--- config.mk ---
export PLATFORM = sky130hd
export DESIGN_NAME = psu_ctrl
export DESIGN_NICKNAME = d
export VERILOG_FILES = /design/src/rtl/psu_pkg.sv /design/src/rtl/psu_ctrl.sv
export SDC_FILE = /design/constraint.sdc
export NUM_CORES = 1
export LEC_CHECK = 0
export BUFFER_PORTS_ARGS = -buffer_cell sky130_fd_sc_hd__clkbuf_2
export CELL_PAD_IN_SITES_DETAIL_PLACEMENT = 0
export CELL_PAD_IN_SITES_GLOBAL_PLACEMENT = 1
export CORE_ASPECT_RATIO = 1.75
export CORE_MARGIN = 1.5
export CORE_UTILIZATION = 30
export CTS_CLUSTER_SIZE = 12
export DETAILED_ROUTE_END_ITERATION = 7
export HOLD_SLACK_MARGIN = 0.06
export PLACE_DENSITY_LB_ADDON = 0.1
export SLEW_MARGIN = 40
export SYNTH_ARGS = -nofsm -noshare
export SYNTH_HDL_FRONTEND = slang
export SYNTH_SLANG_ARGS = --single-unit
export TNS_END_PERCENT = 30
--- constraint.sdc ---
create_clock -name clock -period 8.95 [get_ports clock]
set_clock_uncertainty 0.2 [all_clocks]
set_input_delay 0.895 -clock clock [delete_from_list [all_inputs] [get_ports clock]]
set_output_delay 0.895 -clock clock [all_outputs]
set_load 0.005 [all_outputs]
--- src/rtl/psu_pkg.sv ---
// Shared types, register indexes and filter codes of the scanline unfilter unit.
`default_nettype none
package psu_pkg;

   // Default line store depth in bytes.
   localparam int DEF_MAX_ROW_BYTES = 8192;

   // Register widths.
   localparam int RB_W       = 14;
   localparam int BPP_W      = 3;
   localparam int RC_W       = 16;
   localparam int CSR_IDX_W  = 2;
   localparam int CSR_DATA_W = 16;

   // Register indexes.
   localparam logic [CSR_IDX_W-1:0] CSR_ROW_BYTES = 2'd0;
   localparam logic [CSR_IDX_W-1:0] CSR_BPP       = 2'd1;
   localparam logic [CSR_IDX_W-1:0] CSR_ROW_COUNT = 2'd2;

   // Filter types.
   localparam logic [2:0] FILT_NONE  = 3'd0;
   localparam logic [2:0] FILT_SUB   = 3'd1;
   localparam logic [2:0] FILT_UP    = 3'd2;
   localparam logic [2:0] FILT_AVG   = 3'd3;
   localparam logic [2:0] FILT_PAETH = 3'd4;

   // What an item in the reconstruction stage asks for.
   localparam logic [1:0] TAG_CLEAR = 2'd0;  // valid filter byte: clear neighbours
   localparam logic [1:0] TAG_BAD   = 2'd1;  // bad filter byte: error result
   localparam logic [1:0] TAG_DATA  = 2'd2;  // data byte: rebuild and emit

   typedef struct packed {
      logic [1:0] kind;
      logic [7:0] data;
      logic [2:0] filt;
      logic       first;
      logic       row_end;
      logic       image_end;
   } psu_tag_type;

endpackage
`default_nettype wire

--- src/rtl/psu_ctrl.sv ---
// Row and image framing: tracks column, row and filter state for each accepted item.
`default_nettype none
module psu_ctrl #(
   parameter int MAX_ROW_BYTES = psu_pkg::DEF_MAX_ROW_BYTES,
   parameter int COL_W         = $clog2(psu_pkg::DEF_MAX_ROW_BYTES)
) (
   input  wire logic                       clock,
   input  wire logic                       reset,
   input  wire logic                       accept,
   input  wire logic [7:0]                 data_byte,
   input  wire logic [psu_pkg::RB_W-1:0]   row_bytes,
   input  wire logic [psu_pkg::RC_W-1:0]   row_count,
   output logic                            tag_valid,
   output psu_pkg::psu_tag_type            tag,
   output logic                            rd_en,
   output logic      [COL_W-1:0]           col_addr
);
   import psu_pkg::*;

   localparam int CMP_W = (RB_W > COL_W + 1) ? RB_W : COL_W + 1;

   logic [COL_W-1:0] col_ff, col_in;
   logic [RC_W-1:0]  row_ff, row_in;
   logic [2:0]       filt_ff, filt_in;
   logic             await_ff, await_in;
   logic             first_ff, first_in;
   logic             disc_ff, disc_in;

   logic [CMP_W-1:0] eff_rb;
   logic [CMP_W-1:0] col_nxt;
   logic [RC_W:0]    eff_rows;
   logic [RC_W:0]    row_nxt;
   logic             row_done;
   logic             image_done;
   logic             bad_code;

   // Effective lengths after clamping.
   always_comb begin
      if (row_bytes == '0) begin
         eff_rb = CMP_W'(1);
      end else if (CMP_W'(row_bytes) > CMP_W'(MAX_ROW_BYTES)) begin
         eff_rb = CMP_W'(MAX_ROW_BYTES);
      end else begin
         eff_rb = CMP_W'(row_bytes);
      end
      eff_rows = (row_count == '0) ? (RC_W+1)'(1) : {1'b0, row_count};
   end

   assign col_nxt    = CMP_W'(col_ff) + CMP_W'(1);
   assign row_nxt    = {1'b0, row_ff} + (RC_W+1)'(1);
   assign row_done   = col_nxt >= eff_rb;
   assign image_done = row_done && (row_nxt >= eff_rows);
   assign bad_code   = data_byte > {5'b0, FILT_PAETH};

   // Tag for the reconstruction stage; discarded items produce none.
   always_comb begin
      tag.data      = data_byte;
      tag.filt      = filt_ff;
      tag.first     = first_ff;
      tag.row_end   = row_done;
      tag.image_end = image_done;
      if (await_ff) begin
         tag.kind  = bad_code ? TAG_BAD : TAG_CLEAR;
         tag_valid = !disc_ff;
         rd_en     = 1'b0;
      end else begin
         tag.kind  = TAG_DATA;
         tag_valid = !disc_ff;
         rd_en     = accept && !disc_ff;
      end
   end

   assign col_addr = col_ff;

   // Next framing state.
   always_comb begin
      col_in   = col_ff;
      row_in   = row_ff;
      filt_in  = filt_ff;
      await_in = await_ff;
      first_in = first_ff;
      disc_in  = disc_ff;
      if (await_ff) begin
         await_in = 1'b0;
         col_in   = '0;
         if (!disc_ff) begin
            if (bad_code) begin
               disc_in = 1'b1;
            end else begin
               filt_in = data_byte[2:0];
            end
         end
      end else begin
         col_in = col_nxt[COL_W-1:0];
         if (row_done) begin
            col_in   = '0;
            await_in = 1'b1;
            first_in = 1'b0;
            row_in   = row_nxt[RC_W-1:0];
         end
         if (image_done) begin
            row_in   = '0;
            first_in = 1'b1;
            if (disc_ff) begin
               filt_in = FILT_NONE;
               disc_in = 1'b0;
            end
         end
      end
   end

   always_ff @(posedge clock) begin
      if (reset) begin
         col_ff   <= '0;
         row_ff   <= '0;
         filt_ff  <= FILT_NONE;
         await_ff <= 1'b1;
         first_ff <= 1'b1;
         disc_ff  <= 1'b0;
      end else if (accept) begin
         col_ff   <= col_in;
         row_ff   <= row_in;
         filt_ff  <= filt_in;
         await_ff <= await_in;
         first_ff <= first_in;
         disc_ff  <= disc_in;
      end
   end

endmodule
`default_nettype wire

======== Yosys cells after proc, flatten, opt, wreduce, memory -nomap -nowiden ========
Index checks and enable logic that the tools add are counted.
storage, ports and cells
  flip-flop bits (word level) ............. 35
  input port bits ......................... 41
  output and inout bits ................... 31
  logic and storage cells ................. 49
cells by class
  $add $sub $neg .......................... 2
  order comparisons ....................... 4
  equal/unequal tests ..................... 2
  multiplexer cells ....................... 23
  bitwise gates (word level) .............. 1
  reduce and logical (&&, ||, !) cells .... 11
operators with widths
  operator               number
  $mux 16                3
  $mux 14                2
  $mux 13                2
  $add 16x1->17 const B  1
  $ge 17x16->1           1
  $logic_not 16->1       1
  $mux 3                 5
  $add 13x1->14 const B  1
  $ge 14x14->1           1
  $gt 14x14->1 const B   1
  $logic_not 14->1       1
  $mux 1                 10
  $gt 8x3->1 const B     1
  $reduce_bool 2->1      3
  $reduce_and 5->1       1
  $ne 2x2->1 const B     2
  $reduce_and 3->1       1
  $logic_and 1x1->1      2
  $mux 2                 1
  $reduce_and 2->1       1
  $logic_not 1->1        1
  $not 1->1              1

======== Logic depth before layout (Yosys ltp) ========
  depth after elaboration ................. 7
  mapped depth ............................ 14
  mapped depth without buffers ............ 13

======== Worst setup path after synthesis ========
No wires, ideal clock.
  kind .................................... input port to output port
  from .................................... input row_bytes[0] (netlist bit)
  to ...................................... output tag[0] (netlist bit)
  data arrival time ....................... 2.925 ns
  required time ........................... 7.855 ns
  slack ................................... 4.930 ns
  stages on the path ...................... 11
  buffers on the path ..................... 2
  cell sequence ........................... nor4_1 nand4_1 a21oi_1 ha_1 nand2b_4 a2111o_1 a31oi_2 and2_2 buf_4 a21oi_1 buf_4
between the ends
  cells in the longest elaborated chain, start to end .. 5
  elaborated cells on any way between the ends .. 6
  classes of those cells .................. order compare (2); mux (2); reduce/logical (2)
ends and longest elaborated chain
  what                   line            text
  start, declared        psu_ctrl.sv:11  input wire logic [psu_pkg::RB_W-1:0] row_bytes,
  $gt 14x14->1           psu_ctrl.sv:41  end else if (CMP_W'(row_bytes) > CMP_W'(MAX_ROW_BYTES)) begin
  $mux 14                psu_ctrl.sv:41
  $mux 14 (*)            psu_ctrl.sv:39  if (row_bytes == '0) begin
  $ge 14x14->1 (*)       psu_ctrl.sv:51  assign row_done = col_nxt >= eff_rb;
  $logic_and 1x1->1 (*)  psu_ctrl.sv:52  assign image_done = row_done && (row_nxt >= eff_rows);
  end, declared          psu_ctrl.sv:14  output psu_pkg::psu_tag_type tag,
Every way passes the cells marked *; elsewhere a longest branch is shown, timed or not.

==> flow_metrics.tcl <==
set metrics [dict create \
    hold_ws_ns 0.254 \
    wl_per_cell_um 15.4 \
    cts_resized 0 \
    coreArea_mm2 0.00953 \
    worstHoldStart "filt_ff[1]" \
    drt_iter0_drc 143 \
    ant_nets 0 \
    cp-end-kind "output pin" \
    grt_usage_pct 16.5 \
    grt_max_degree 38 \
    tns_ns 0 \
    ys_warn_count 0 \
    synth_top_family_by_area "simple AND/OR/NAND/NOR gates" \
    fin_crit_sh_pct 52.6 \
    viasPerCell 5.28 \
    hp-class "reg -> reg" \
    setup-violations-final 0 \
    grt_pass1_wl_um 13600 \
    p_per_area_mw_per_mm2 113 \
    synth_flop_cell "dfxtp_1" \
    first_global_vias 2737 \
    required_ns 7.86 \
    drv_slew 0 \
    post_cts_buffers 0 \
    io_pins 72 \
    synthXorXnorAreaFrac_pct 7.41 \
    synthArstFlopShare_pct 0 \
    layout_common_cells "clkbuf_2, nand2_1, dfxtp_1" \
    die-area_mm2 0.0105 \
    clockBufferDepth 2 \
    dp_hpwl_um 6830 \
    syn_nets 454 \
    tightestPinTransition_ns 0.812 \
    fp-row-count 47 \
    outcome "complete, no violations" \
    cp_max_fo 16 \
    synth_cells 381 \
    cts_root_buffer "clkbuf_16" \
    final_common_cell "clkbuf_2" \
    gr-total-overflow 0 \
    via_count 2933 \
    crit_start "row_ff[0]" \
    r2r-start "col_addr[0]" \
    die_h_um 134 \
    cp-start-kind "register" \
    ir_drop_v 0.0000623 \
    clkSinkCount 35 \
    avgSynthCellArea_um2 7.75 \
    drtPass1Iterations 4 \
    netlist_area_mm2 0.00295 \
    worstPathArrival_ns 3.61 \
    slew_headroom_pct 45.9 \
    drive_gt1_share_pct 21.5 \
    htree_levels 2 \
    leakagePower_nw 1.59 \
    clkTransAtPathRegs_ns 0.06 \
    fmax_ghz 0.212 \
    hold_violations 0 \
    synth_seq_cells 35 \
    multi_input_area_mm2 0.00198 \
    synthMuxAreaShare_pct 0 \
    worstSkewPairLatency_ns 0.28 \
    fill_cells 1086 \
    num-nets-final 505 \
    synth_fa_ha_area_share_pct 13.6 \
    port_buffers 71 \
    numCtsBuffers 5 \
    syn2layout_area_growth_pct 17.3 \
    fin_crit_ns 4.71 \
    synthSimpleGateAreaFrac_pct 27.2 \
    gp_congestion 0.819 \
    route.detailed.drc 0 \
    synth_cell_type_count 53 \
    start_util_pct 31.0 \
    synth_enable_flop_cells 0 \
    cts_tree "yes" \
    drv_cap 0 \
    regArea_um2 701 \
    antenna_found_initial 0 \
    synth_compound_area_share_pct 18.8 \
    ctsHoldBuffers 0 \
    yosysSeqAreaShare_pct 23.7 \
    die_x_um 78.0 \
    n_antenna_cell 0 \
    critPathKind "reg -> out" \
    rsz0062_at_grt "no" \
    routed_wl_um 8560 \
]
[cell families (layout without fill, tap and decap cells)]
logic type	count (synthesis)	in the layout
AND/OR/NAND/NOR	158	158
AO/OA/AOI/OAI	73	73
buffers and inverters	58	110
flip-flops	35	35
adder cells (fa/ha/maj)	32	32
XOR/XNOR	25	25
[worst max-delay path, cell delays in order (launching register included)]
cell	delay, ns
dfxtp_1	0.43
ha_1	0.31
nand2_1	0.13
nor4_2	0.41
nand2_1	0.12
xnor2_1	0.16
ha_1	0.33
and4_1	0.20
nand2b_1	0.08
nor3_1	0.24
nand2_1	0.41
a21oi_1	0.33
clkbuf_2	0.16
[metrics by stage]
stage	worst slack (ns)	utilization, %	area, um^2	std cells	power (W)
3_5_place_dp	4.32	34.7	3310	547	0.000208
3_3_place_gp	4.42	34.7	3310	547	0.000207
2_1_floorplan	4.93	-	2950	381	0.000188
5_1_grt	3.88	36.4	3460	555	0.000405
6_report	4.24	36.4	3460	555	0.000390
4_1_cts	4.19	36.4	3460	555	0.000397
[layout make-up]
cell class                 count  share of cell area, %
clock buffer                   8                   4.51
inverter                      30                   3.25
multi-input combinational    288                   57.1
sequential                    35                   20.2
tap                          122                   4.41
timing repair buffer          72                   10.5
[state kept, by name (all words and copies together) (netlist names)]
register	count
await_ff	1
col_addr	13
disc_ff	1
filt_ff	3
first_ff	1
row_ff	16
[synth_stat cells, types with 7 or more instances]
cell | n | area share [%]
buf_4 | 12 | 3.0
inv_1 | 29 | 3.7
o21ai_0 | 8 | 1.4
clkbuf_1 | 12 | 1.5
a31oi_1 | 7 | 1.5
nand2_1 | 50 | 6.4
o32ai_1 | 7 | 2.1
xnor2_1 | 13 | 3.9
nor3_1 | 11 | 1.9
dfxtp_1 | 35 | 24
ha_1 | 32 | 14
nand3_1 | 21 | 3.6
a21oi_1 | 18 | 3.0
xor2_1 | 12 | 3.6
nor2_1 | 25 | 3.2
nand4_1 | 15 | 3.2
[metal layers]
layer	share of wire, %	global-route usage [%]	vias up
li1	-	-	1481
met1	38	16.9	1355
met2	58	33.2	85
met3	2.8	1.02	12
met4	1.9	6.65	0
met5	0	0	-
[power by group]
part           switching [W]  internal, W   total, W
clock              0.0000681     0.000119   0.000187
sequential        0.00000158     0.000157   0.000159
combinational      0.0000265    0.0000182  0.0000447
[final timing paths]
path | end | slack [ns] | cells past startpoint
setup / recovery | tag[0] | 4.24 | 12
hold / removal | filt_ff[1] | 0.25 | 2
setup reg to reg | row_ff[0] | 4.94 | 13
hold reg to reg | filt_ff[1] | 0.25 | 2
Power figures use the tool's default switching activity.
