==> config.mk <==
export PLATFORM = sky130hd
export DESIGN_NAME = psu_recon
export DESIGN_NICKNAME = d
export VERILOG_FILES = /design/src/rtl/psu_pkg.sv /design/src/rtl/psu_recon.sv
export SDC_FILE = /design/constraint.sdc
export NUM_CORES = 1
export LEC_CHECK = 0
export ABC_AREA = 1
export BUFFER_PORTS_ARGS = -buffer_cell sky130_fd_sc_hd__buf_2
export CELL_PAD_IN_SITES_DETAIL_PLACEMENT = 1
export CELL_PAD_IN_SITES_GLOBAL_PLACEMENT = 2
export CORE_MARGIN = 2
export CORE_UTILIZATION = 35
export CTS_CLUSTER_SIZE = 16
export DETAILED_ROUTE_END_ITERATION = 10
export PLACE_DENSITY_LB_ADDON = 0.1
export SLEW_MARGIN = 20
export SYNTH_ARGS = -nofsm -noshare
export SYNTH_HDL_FRONTEND = slang
export SYNTH_SLANG_ARGS = --single-unit
==> constraint.sdc <==
create_clock -name clock -period 12.5 [get_ports clock]
set_clock_uncertainty 0.15 [all_clocks]
set_input_delay 1.25 -clock clock [delete_from_list [all_inputs] [get_ports clock]]
set_output_delay 1.25 -clock clock [all_outputs]
set_load 0.1 [all_outputs]
==> src/rtl/psu_pkg.sv <==
// Shared types, register indexes and filter codes of the scanline unfilter unit.
`default_nettype none
package psu_pkg;

   // Default line store depth in bytes.
   localparam int DEF_MAX_ROW_BYTES = 8192;

   // Register widths.
   localparam int RB_W       = 14;
   localparam int BPP_W      = 3;
   localparam int RC_W       = 16;
   localparam int CSR_IDX_W  = 2;
   localparam int CSR_DATA_W = 16;

   // Register indexes.
   localparam logic [CSR_IDX_W-1:0] CSR_ROW_BYTES = 2'd0;
   localparam logic [CSR_IDX_W-1:0] CSR_BPP       = 2'd1;
   localparam logic [CSR_IDX_W-1:0] CSR_ROW_COUNT = 2'd2;

   // Filter types.
   localparam logic [2:0] FILT_NONE  = 3'd0;
   localparam logic [2:0] FILT_SUB   = 3'd1;
   localparam logic [2:0] FILT_UP    = 3'd2;
   localparam logic [2:0] FILT_AVG   = 3'd3;
   localparam logic [2:0] FILT_PAETH = 3'd4;

   // What an item in the reconstruction stage asks for.
   localparam logic [1:0] TAG_CLEAR = 2'd0;  // valid filter byte: clear neighbours
   localparam logic [1:0] TAG_BAD   = 2'd1;  // bad filter byte: error result
   localparam logic [1:0] TAG_DATA  = 2'd2;  // data byte: rebuild and emit

   typedef struct packed {
      logic [1:0] kind;
      logic [7:0] data;
      logic [2:0] filt;
      logic       first;
      logic       row_end;
      logic       image_end;
   } psu_tag_type;

endpackage
`default_nettype wire

==> src/rtl/psu_recon.sv <==
// Reconstruction stage: predictor, neighbour history, line store write-back and result register.
`default_nettype none
module psu_recon #(
   parameter int ADDR_W = $clog2(psu_pkg::DEF_MAX_ROW_BYTES)
) (
   input  wire logic                      clock,
   input  wire logic                      reset,
   input  wire logic                      load,
   input  wire psu_pkg::psu_tag_type      tag,
   input  wire logic [ADDR_W-1:0]         addr,
   input  wire logic [7:0]                rd_data,
   input  wire logic [psu_pkg::BPP_W-1:0] bytes_per_pixel,
   input  wire logic                      rsp_stall,
   output logic                           busy,
   output logic                           wr_en,
   output logic      [ADDR_W-1:0]         wr_addr,
   output logic      [7:0]                wr_data,
   output logic                           rsp_valid,
   output logic      [7:0]                rsp_pixel_byte,
   output logic                           rsp_row_end,
   output logic                           rsp_image_end,
   output logic                           rsp_bad_filter
);
   import psu_pkg::*;

   function automatic logic [7:0] paeth(input logic [7:0] a, input logic [7:0] b,
                                        input logic [7:0] c);
      logic signed [9:0] p, da, db, dc;
      p  = $signed({2'b0, a}) + $signed({2'b0, b}) - $signed({2'b0, c});
      da = p - $signed({2'b0, a});
      db = p - $signed({2'b0, b});
      dc = p - $signed({2'b0, c});
      if (da < 0) da = -da;
      if (db < 0) db = -db;
      if (dc < 0) dc = -dc;
      if (da <= db && da <= dc) return a;
      if (db <= dc) return b;
      return c;
   endfunction

   // Stage register.
   logic              st_valid_ff, st_valid_in;
   psu_tag_type       st_tag_ff;
   logic [ADDR_W-1:0] st_addr_ff;

   // Neighbour history; entry k is the byte k+1 places back.
   logic [7:0] left_ff [4];
   logic [7:0] upl_ff  [4];
   logic [7:0] left_in [4];
   logic [7:0] upl_in  [4];

   // Result register.
   logic       out_valid_ff, out_valid_in;
   logic [7:0] out_pixel_ff;
   logic       out_row_end_ff;
   logic       out_image_end_ff;
   logic       out_bad_ff;

   logic [1:0] bpp_idx;
   logic [7:0] a, b, c, pred, recon;
   logic [8:0] avg_sum;
   logic       emit;
   logic       out_free;
   logic       st_go;
   logic       is_data;

   always_comb begin
      if (bytes_per_pixel == '0) begin
         bpp_idx = 2'd0;
      end else if (bytes_per_pixel > BPP_W'(4)) begin
         bpp_idx = 2'd3;
      end else begin
         bpp_idx = 2'(bytes_per_pixel - BPP_W'(1));
      end
   end

   // Predictor.
   assign a       = left_ff[bpp_idx];
   assign c       = upl_ff[bpp_idx];
   assign b       = st_tag_ff.first ? 8'd0 : rd_data;
   assign avg_sum = {1'b0, a} + {1'b0, b};

   always_comb begin
      case (st_tag_ff.filt)
         FILT_SUB:   pred = a;
         FILT_UP:    pred = b;
         FILT_AVG:   pred = avg_sum[8:1];
         FILT_PAETH: pred = paeth(a, b, c);
         default:    pred = 8'd0;
      endcase
   end

   assign recon = st_tag_ff.data + pred;

   // Stage handshake: a valid filter byte leaves at once, a result needs room.
   assign is_data  = st_tag_ff.kind == TAG_DATA;
   assign emit     = st_tag_ff.kind != TAG_CLEAR;
   assign out_free = !out_valid_ff || !rsp_stall;
   assign st_go    = st_valid_ff && (!emit || out_free);
   assign busy     = st_valid_ff && !st_go;

   assign st_valid_in  = load || (st_valid_ff && !st_go);
   assign out_valid_in = (st_go && emit) || (out_valid_ff && rsp_stall);

   // Write the rebuilt byte back for the next row.
   assign wr_en   = st_go && is_data;
   assign wr_addr = st_addr_ff;
   assign wr_data = recon;

   // History update.
   always_comb begin
      for (int k = 0; k < 4; k++) begin
         left_in[k] = left_ff[k];
         upl_in[k]  = upl_ff[k];
      end
      if (st_go) begin
         if (is_data) begin
            left_in[0] = recon;
            upl_in[0]  = b;
            for (int k = 1; k < 4; k++) begin
               left_in[k] = left_ff[k-1];
               upl_in[k]  = upl_ff[k-1];
            end
         end else begin
            for (int k = 0; k < 4; k++) begin
               left_in[k] = 8'd0;
               upl_in[k]  = 8'd0;
            end
         end
      end
   end

   always_ff @(posedge clock) begin
      if (reset) begin
         st_valid_ff  <= 1'b0;
         out_valid_ff <= 1'b0;
         for (int k = 0; k < 4; k++) begin
            left_ff[k] <= 8'd0;
            upl_ff[k]  <= 8'd0;
         end
      end else begin
         st_valid_ff  <= st_valid_in;
         out_valid_ff <= out_valid_in;
         for (int k = 0; k < 4; k++) begin
            left_ff[k] <= left_in[k];
            upl_ff[k]  <= upl_in[k];
         end
      end
   end

   // Payload registers.
   always_ff @(posedge clock) begin
      if (load) begin
         st_tag_ff  <= tag;
         st_addr_ff <= addr;
      end
      if (st_go && emit) begin
         out_pixel_ff     <= is_data ? recon : 8'd0;
         out_row_end_ff   <= is_data && st_tag_ff.row_end;
         out_image_end_ff <= is_data && st_tag_ff.image_end;
         out_bad_ff       <= !is_data;
      end
   end

   assign rsp_valid      = out_valid_ff;
   assign rsp_pixel_byte = out_pixel_ff;
   assign rsp_row_end    = out_row_end_ff;
   assign rsp_image_end  = out_image_end_ff;
   assign rsp_bad_filter = out_bad_ff;

`ifndef ASSERT_OFF
   // A new item only enters when the stage is empty or leaving.
   a_load_free: assert property (@(posedge clock) disable iff (reset)
      load |-> (!st_valid_ff || st_go))
      else $error("stage loaded while occupied");

   // The line store is written only by a data item that moves on.
   a_wr_data: assert property (@(posedge clock) disable iff (reset)
      wr_en |-> (st_valid_ff && is_data && (!out_valid_ff || !rsp_stall)))
      else $error("line store written without a leaving data item");

   // The stage is blocked only behind a held result that is stalled.
   a_block: assert property (@(posedge clock) disable iff (reset)
      busy |-> (out_valid_ff && rsp_stall))
      else $error("stage blocked without a stalled result");
`endif

endmodule
`default_nettype wire

# ---- Yosys cells after proc, flatten, opt, wreduce, memory -nomap -nowiden
# Memories as Yosys holds them, arrays and structs flattened.
# Cells that the tools add are included.
dict set report word_totals {
  mem_count 2
  register_bits 42
  in_bits 44
  wordCells 101
  output_inout_bits 35
  ram_bits 64
}
dict set report classes {
  n_eq_ne 6
  n_bitwise 8
  addsub 11
  magnitude_cmp 7
  n_mux 34
  n_reduce_logical 20
}
# name depth width rd rd_ports_with_merged_regs write_ports line_no
set mem_list {}
lappend mem_list {left_ff 4 8 4 0 4 psu_recon.sv:47} ;# logic [7:0] left_ff [4];
lappend mem_list {upl_ff 4 8 4 0 4 psu_recon.sv:48} ;# logic [7:0] upl_ff [4];
# op n
set op_table {}
lappend op_table {{32-bit 2-to-1 mux} 4}
lappend op_table {{8-bit 2-to-1 mux} 13}
lappend op_table {{10-bit 2-to-1 mux} 6}
lappend op_table {{8-bit case mux with 4 select lines} 1}
lappend op_table {{10-bit less-or-equal comparator} 3}
lappend op_table {{10-bit by 1-bit < comparator with 1-bit output (second input constant)} 3}
lappend op_table {{10-bit negator} 3}
lappend op_table {{10-bit by 9-bit subtractor with 10-bit output} 3}
lappend op_table {{8-bit by 8-bit adder with 9-bit output} 2}
lappend op_table {{9-bit by 8-bit subtractor with 10-bit output} 1}
lappend op_table {{8-bit adder} 1}
lappend op_table {{1-bit logical AND} 8}
lappend op_table {{1-bit 2-to-1 mux} 8}
lappend op_table {{1-bit OR} 8}
lappend op_table {{3-bit by 2-bit equality test with 1-bit output (second input constant)} 2}
lappend op_table {{1-bit zero test} 5}
lappend op_table {{1-bit logical OR} 4}
lappend op_table {{2-bit 2-to-1 mux} 2}
lappend op_table {{3-bit by 1-bit equality test with 1-bit output (second input constant)} 1}
lappend op_table {{3-bit equality test (second input constant)} 1}
lappend op_table {{3-bit greater-than comparator (second input constant)} 1}
lappend op_table {{3-bit zero test} 1}
lappend op_table {{2-bit equality test (second input constant)} 1}
lappend op_table {{2-bit AND reduction} 1}
lappend op_table {{other kinds (3)} 3}

# ---- Logic depth before layout (Yosys ltp)
# Gate-level depths: netlist of the first run.
# An unclocked memory read counts as a cell.
dict set report depth {
  depth_word 23
  ltp_mapped 62
}

# ---- Least setup slack after synthesis of the first run
# OpenSTA, ideal clock, no wires.
dict set report synth_path {
  path_kind {input -> output}
  from {input port bytes_per_pixel[0] (netlist name)}
  to {output port wr_data[6]}
  setup_slack_ps 1211
  path_stages 56
  t_arrival_ps 9889
  path_cell_list {inv_1 ha_1 inv_1 nand2_1 nand2_1 buf_2 clkbuf_1 clkbuf_1 o21ai_0 o22ai_1 inv_1 fa_1 ha_1 a21oi_1 o21ai_0 a21oi_1 nor2_1 o21ai_0 [... 20 more ...] nor2_1 a21oi_2 nand2_2 nand2_4 buf_6 o211ai_1 nand3_1 o211ai_1 ha_1 inv_1 fa_1 inv_1 nand3_1 nand2_1 a21oi_1 nor2_1 nor2_1 xor2_1}
}
dict set report synth_via {
  elab_chain_len 18
}
# item line_no
set synth_lines {}
lappend synth_lines {{start, declared} psu_recon.sv:12} ;# input wire logic [psu_pkg::BPP_W-1:0] bytes_per_pixel,
lappend synth_lines {{3-bit greater-than comparator or 2-bit by 1-bit subtractor with 2-bit output (tied branches)} {psu_recon.sv:70, psu_recon.sv:73}}
lappend synth_lines {{2-bit 2-to-1 mux} psu_recon.sv:70} ;# end else if (bytes_per_pixel > BPP_W'(4)) begin
lappend synth_lines {{2-bit 2-to-1 mux (*)} psu_recon.sv:68} ;# if (bytes_per_pixel == '0) begin
lappend synth_lines {{memory 4 x 8 bit} --}
lappend synth_lines {{8-bit by 8-bit adder with 9-bit output} {psu_recon.sv:29, psu_recon.sv:81}}
lappend synth_lines {{9-bit by 8-bit subtractor with 10-bit output} psu_recon.sv:29} ;# p = $signed({2'b0, a}) + $signed({2'b0, b}) - $signed({2'b0, c});
lappend synth_lines {{10-bit by 9-bit subtractor with 10-bit output (on tied branches)} {psu_recon.sv:31, psu_recon.sv:32}}
lappend synth_lines {{10-bit negator, or another cell as far along} psu_recon.sv:34} ;# if (db < 0) db = -db;
lappend synth_lines {{10-bit 2-to-1 mux (on tied branches)} {psu_recon.sv:34, psu_recon.sv:35}}
lappend synth_lines {{10-bit 2-to-1 mux} psu_recon.sv:84} ;# case (st_tag_ff.filt)
lappend synth_lines {{10-bit less-or-equal comparator} psu_recon.sv:37} ;# if (db <= dc) return b;
lappend synth_lines {{1-bit 2-to-1 mux (2 in series)} psu_recon.sv:37}
lappend synth_lines {{1-bit 2-to-1 mux} psu_recon.sv:84}
lappend synth_lines {{8-bit 2-to-1 mux} psu_recon.sv:38} ;# return c;
lappend synth_lines {{8-bit 2-to-1 mux} psu_recon.sv:37}
lappend synth_lines {{8-bit case mux with 4 select lines (*)} psu_recon.sv:84}
lappend synth_lines {{8-bit adder (*)} psu_recon.sv:93} ;# assign recon = st_tag_ff.data + pred;
lappend synth_lines {{end, declared} psu_recon.sv:17} ;# output logic [7:0] wr_data,
# Mark *: on every way between the ends. The rest lies on a longest branch, timed or not. The select of a mux whose other input is x is not followed.

# ---- Worst setup path after layout of the first run
# Same ends and word-level chain as after synthesis.

==> flow_summary.yaml, run 1 <==
run_status:
  status: "complete, no violations"
sta:
  hold_violations: 0
  drv_slew: 0
  slew_headroom: 0.385
  setup_viol: 0
  finalCriticalPeriod_ns: 11.75
  whs_ns: 0.341
  max_freq_ghz: 0.0851
  finalCritPeriodShare: 0.940
  worst_pin_slew_ns: 0.922
hold_path:
  hold_class: "reg2reg"
worst_setup_path:
  arrival_ns: 10.35
  slowest_stage: "buf_2"
  rr_endpoint: "rsp_pixel_byte[7]"
  r2r_cells: 50
  start_kind: "input pin"
  cp_num_buf_inv: 12
  cp.depth: 57
  cp.required_ns: 11.10
  startpoint: "bytes_per_pixel[0]"
  endpoint_kind: "output pin"
  r2r_start: "st_tag_ff[2]"
  crit_path_max_fanout: 30
  ff2ff_setup_slack_ns: 3.80
  cp-endpoint: "wr_data[6]"
  crit_type: "in2out"
  slowest_delay_ns: 0.47
  crit_family: "simple AND/OR/NAND/NOR gates"
clocking:
  cts_root_buf: "clkbuf_16"
  clk_pin_slew_ns: 0.07
  cts_sinks: 106
  clock_path_buffers: 2
  cts_buffers: 9
  clkLatencyLatePin_ns: 0.36
  cts_tree: "done"
  htree_levels: 3
floorplan:
  start_util: 0.358
  die_w_microns: 157
  fp.coreArea_sq_um: 22800
  io_pins: 79
  die_area_sq_um: 24500
  die_y_microns: 157
  num_rows: 55
synth:
  ys_ff_latch: 106
  synth_ff_type: "edfxtp_1"
  synth_edf_count: 56
  synth_top_area_frac: 0.206
  synth_nets: 1206
  yosysWarningCount: 0
  syn_inst: 1073
  async_reset_ff_frac: 0
  avgSynthCellArea_sq_um: 7.60
  synth_area_leaders: "edfxtp_1 21%, dfxtp_1 12%, ha_1 12%"
  yosysSeqAreaShare: 0.329
  synth_largest_area_cell: "edfxtp_1"
  ys_types: 52
  synth_area_sq_um: 8150
drt:
  wl_met2_microns: 11200
  vias: 7362
  top_layer: "met4"
  route.met3.wl_microns: 988
  final_antenna_net_count: 0
  drc: 0
  wl_microns: 25800
  dr.pass1.iters: 5
  avgRoutedWirePerCell_microns: 17.4
  met1Wirelength_microns: 13300
  drt_iter0_drc: 267
  viasPerCell: 4.98
placed_design:
  gp_congestion: 0.879
  dp.cells: 1455
  hpwl_microns: 21500
  placed_cell_area_sq_um: 8960
  port-buffer-count: 78
global_routing:
  grt_max_degree: 43
  antenna_found_initial: 0
  gr-total-overflow: 0
  first_global_vias: 7362
  grt_pass1_wl_microns: 40900
  grtUsageTotal: 0.216
cells_and_area:
  final_cell_mix: "202 x inv_1, 182 x nand2_1, 100 x nor2_1, 77 x buf_2, 76 x ha_1"
  area_growth_pct: 14.3
  fin_util: 0.409
  finalNonFillerCells: 1477
  fillers: 2828
  n_antenna_cell: 0
  nets: 1292
  layout_commonest_cell: "inv_1"
  drive_gt1_frac: 0.137
  final_cell_area_sq_um: 9320
run:
  drv_cap: 0
## stage by stage
stage           TNS, ns  setup WS (ns)
2_1_floorplan         0           1.21
3_3_place_gp          0          0.323
3_5_place_dp          0          0.184
4_1_cts               0          0.128
5_1_grt        -0.00205       -0.00205
6_report              0          0.754
## logic make-up (layout without fill, tap and decap cells)
kind of cell,Yosys count,in the layout,share of synthesized area
xor gates and xnor gates,44,44,0.0482
DFF,106,106,0.329
AOI/OAI and AO/OA,199,199,0.150
adders and majority gates,89,89,0.147
and+or+nand+nor,405,405,0.219
buffers and inverters,230,321,0.107
## layout make-up
cell class                      instances  area (sq um)  area share
Multi-Input combinational cell        737          4630       0.496
Sequential cell                       106          2680       0.288
Inverter                              210           788      0.0846
Timing Repair Buffer                   95           546      0.0585
Tap cell                              313           392      0.0420
Clock buffer                            9           225      0.0242
Clock inverter                          7          60.1     0.00644
## what timing repair did
action / in CTS / in global routing
resized for setup: 0 / 10
endpoints found under the setup margin: 0 / 5
hold buffers: 0 / 0
buffers inserted: 0 / 6
## cells in the mapped netlist, types with 3 or more instances
library cell  instances
edfxtp_1             56
o22ai_1              41
nand4_1              11
nand3_1              59
nand2_2              10
o21ai_0              39
nand3b_1              5
nor2_2                3
nand2_4               4
a32oi_1               3
dfxtp_1              50
o21a_1                4
inv_1               203
o21bai_1              4
xnor2_1              11
a31oi_1               3
a211oi_1              4
clkbuf_1             14
fa_1                 11
a21oi_1              60
ha_1                 78
nand2_1             185
inv_2                 6
o21ai_1               3
buf_1                 3
o211ai_1             16
nor3_1               15
nor2_1              101
xor2_1               32
o221ai_1              7
nand3_2               6
## worst min path at each step
stage                       start  cells past startpoint  slack, ns            end
CTS                  upl_ff[0][2]                      2       0.34   upl_ff[0][2]
detailed placement   upl_ff[1][2]                      2       0.33   upl_ff[2][2]
floorplan           left_ff[0][7]                      2       0.29  left_ff[0][7]
finish               upl_ff[0][2]                      2       0.34   upl_ff[0][2]
global placement     upl_ff[0][0]                      2       0.32   upl_ff[0][0]
global route         upl_ff[0][0]                      2       0.35   upl_ff[0][0]
## worst reg2reg max path: cells and delay by family (launching register included)
family | cells | cell delay [ns]
AO/OA/AOI/OAI | 14 | 2.30
XOR/XNOR | 3 | 0.48
adder cells (fa/ha/maj) | 5 | 1.59
buffers and inverters | 8 | 1.30
flip-flops | 1 | 0.36
AND/OR/NAND/NOR | 20 | 2.29
## flip-flops by register name, indices dropped and copies added, names as in the netlist
signal and flops:
left_ff 32, upl_ff 32, st_tag_ff 16, wr_addr 13
rsp_pixel_byte 8, rsp_bad_filter 1, rsp_image_end 1, rsp_row_end 1
rsp_valid 1, st_valid_ff 1
## routing by layer
metal | global-route usage | vias up
met2 | 0.338 | 123
met3 | 0.0360 | 17
met1 | 0.317 | 3492
li1 | - | 3730
met5 | 0 | -
met4 | 0.0393 | 0
Power of run 1 is not shown: default switching activity piles up to over one toggle a cycle in this logic, so the estimate is an artifact.
==> inputs of run 2 (changes only) <==
--- a/config.mk
+++ b/config.mk
@@ -13,6 +13,7 @@
 export CORE_UTILIZATION = 35
 export CTS_CLUSTER_SIZE = 16
 export DETAILED_ROUTE_END_ITERATION = 10
+export MAX_ROUTING_LAYER = met4
 export PLACE_DENSITY_LB_ADDON = 0.1
 export SLEW_MARGIN = 20
 export SYNTH_ARGS = -nofsm -noshare
==> flow_summary.yaml, run 2 (synthesized netlist as in run 1, its figures left out) <==
drt:
  wl_microns: 25800
  vias: 7406
  viasPerCell: 5.01
  drc: 0
  final_antenna_net_count: 0
  dr.pass1.iters: 5
  drt_iter0_drc: 265
  avgRoutedWirePerCell_microns: 17.5
worst_setup_path:
  cp.required_ns: 11.10
  start_kind: "input pin"
  crit_path_max_fanout: 30
  crit_type: "in2out"
  slowest_stage: "buf_2"
  endpoint_kind: "output pin"
  ff2ff_setup_slack_ns: 3.79
  arrival_ns: 10.34
  slowest_delay_ns: 0.47
sta:
  finalCritPeriodShare: 0.939
  hold_violations: 0
  finalCriticalPeriod_ns: 11.74
  worst_pin_slew_ns: 0.990
  max_freq_ghz: 0.0852
  slew_headroom: 0.340
  drv_slew: 0
  finalSetupTns_ns: 0
  whs_ns: 0.342
  setup_viol: 0
placed_design:
  hpwl_microns: 21500
  gp_congestion: 0.894
  port-buffer-count: 78
global_routing:
  grt_max_degree: 43
  gr-total-overflow: 0
  grt_util_met1: 0.320
  busiest_layer: "met2"
  grtUsageTotal: 0.223
  antenna_found_initial: 0
  grt_use_met3: 0.0307
  grt_pass1_wl_microns: 40900
  use_met2: 0.338
  first_global_vias: 7353
cells_and_area:
  nets: 1292
  layout_commonest_cell: "inv_1"
  final_cell_mix: "202 x inv_1, 182 x nand2_1, 100 x nor2_1, 77 x buf_2, 76 x ha_1"
  drive_gt1_frac: 0.137
  area_growth_pct: 14.3
  n_antenna_cell: 0
  top_regs: "left_ff (32), upl_ff (32), st_tag_ff (16)"
clocking:
  cts_buffers: 9
  clock_path_buffers: 2
  clkLatencyLatePin_ns: 0.36
  cts_root_buf: "clkbuf_16"
  cts_sinks: 106
  cts_tree: "done"
  clk_pin_slew_ns: 0.07
  htree_levels: 3
floorplan:
  die_w_microns: 157
  num_rows: 55
  die_area_sq_um: 24500
  io_pins: 79
  start_util: 0.358
  die_y_microns: 157
  fp.coreArea_sq_um: 22800
run:
  drv_cap: 0
run_status:
  status: "complete, no violations"
hold_path:
  hold_class: "reg2reg"
-- run 2: cell counts in the layout (fill, tap and decap cells not counted) --
No cell type changed its count.
-- run 2: worst paths after layout --
kind / startpoint / depth (start not counted) / endpoint
min: upl_ff[0][2] / 2 / upl_ff[0][2]
max reg2reg: st_tag_ff[2] / 50 / rsp_pixel_byte[7]
min reg2reg: upl_ff[0][2] / 2 / upl_ff[0][2]
max: bytes_per_pixel[0] / 57 / wr_data[6]
-- run 2: cell type report --
| class | count | area (sq um) |
|---|---|---|
| clock inverters | 7 | 60.1 |
| fillers | 2828 | 13500 |
| repair buffers | 95 | 546 |
| inverters | 210 | 788 |
| clock buffers | 9 | 225 |
| flip-flops and latches | 106 | 2680 |
| well taps | 313 | 392 |
| multi-input cells | 737 | 4630 |
-- run 2: worst max-delay path, delay by kind of cell --
kind            cells  cell delay [ns]
buf+inv            12             1.78
compound gates     13             2.00
xor+xnor            3             0.58
fa+ha+maj           7             2.31
simple gates       22             2.37
-- run 2: metrics by stage --
| step | setup WS (ns) | cells | instance area [sq um] | util |
|---|---|---|---|---|
| 2_1_floorplan | 1.21 | 1073 | 8150 | - |
| 3_3_place_gp | 0.323 | 1455 | 8960 | 0.393 |
| 3_5_place_dp | 0.184 | 1455 | 8960 | 0.393 |
| 4_1_cts | 0.128 | 1471 | 9240 | 0.406 |
| 5_1_grt | -0.00174 | 1477 | 9320 | 0.409 |
| 6_report | 0.758 | 1477 | 9320 | 0.409 |
-- run 2: per-layer routing --
metal / up-vias / part of all wire
met5: - / 0
met4: 0 / 0.011
met3: 18 / 0.038
met2: 145 / 0.44
met1: 3520 / 0.52
li1: 3723 / -
-- run 2: timing repair --
action,CTS,global route
endpoints found under the setup margin,0,5
hold buffers,0,0
setup buffers,0,6
resized for setup,0,10
Power of run 2 is left out for the same reason.
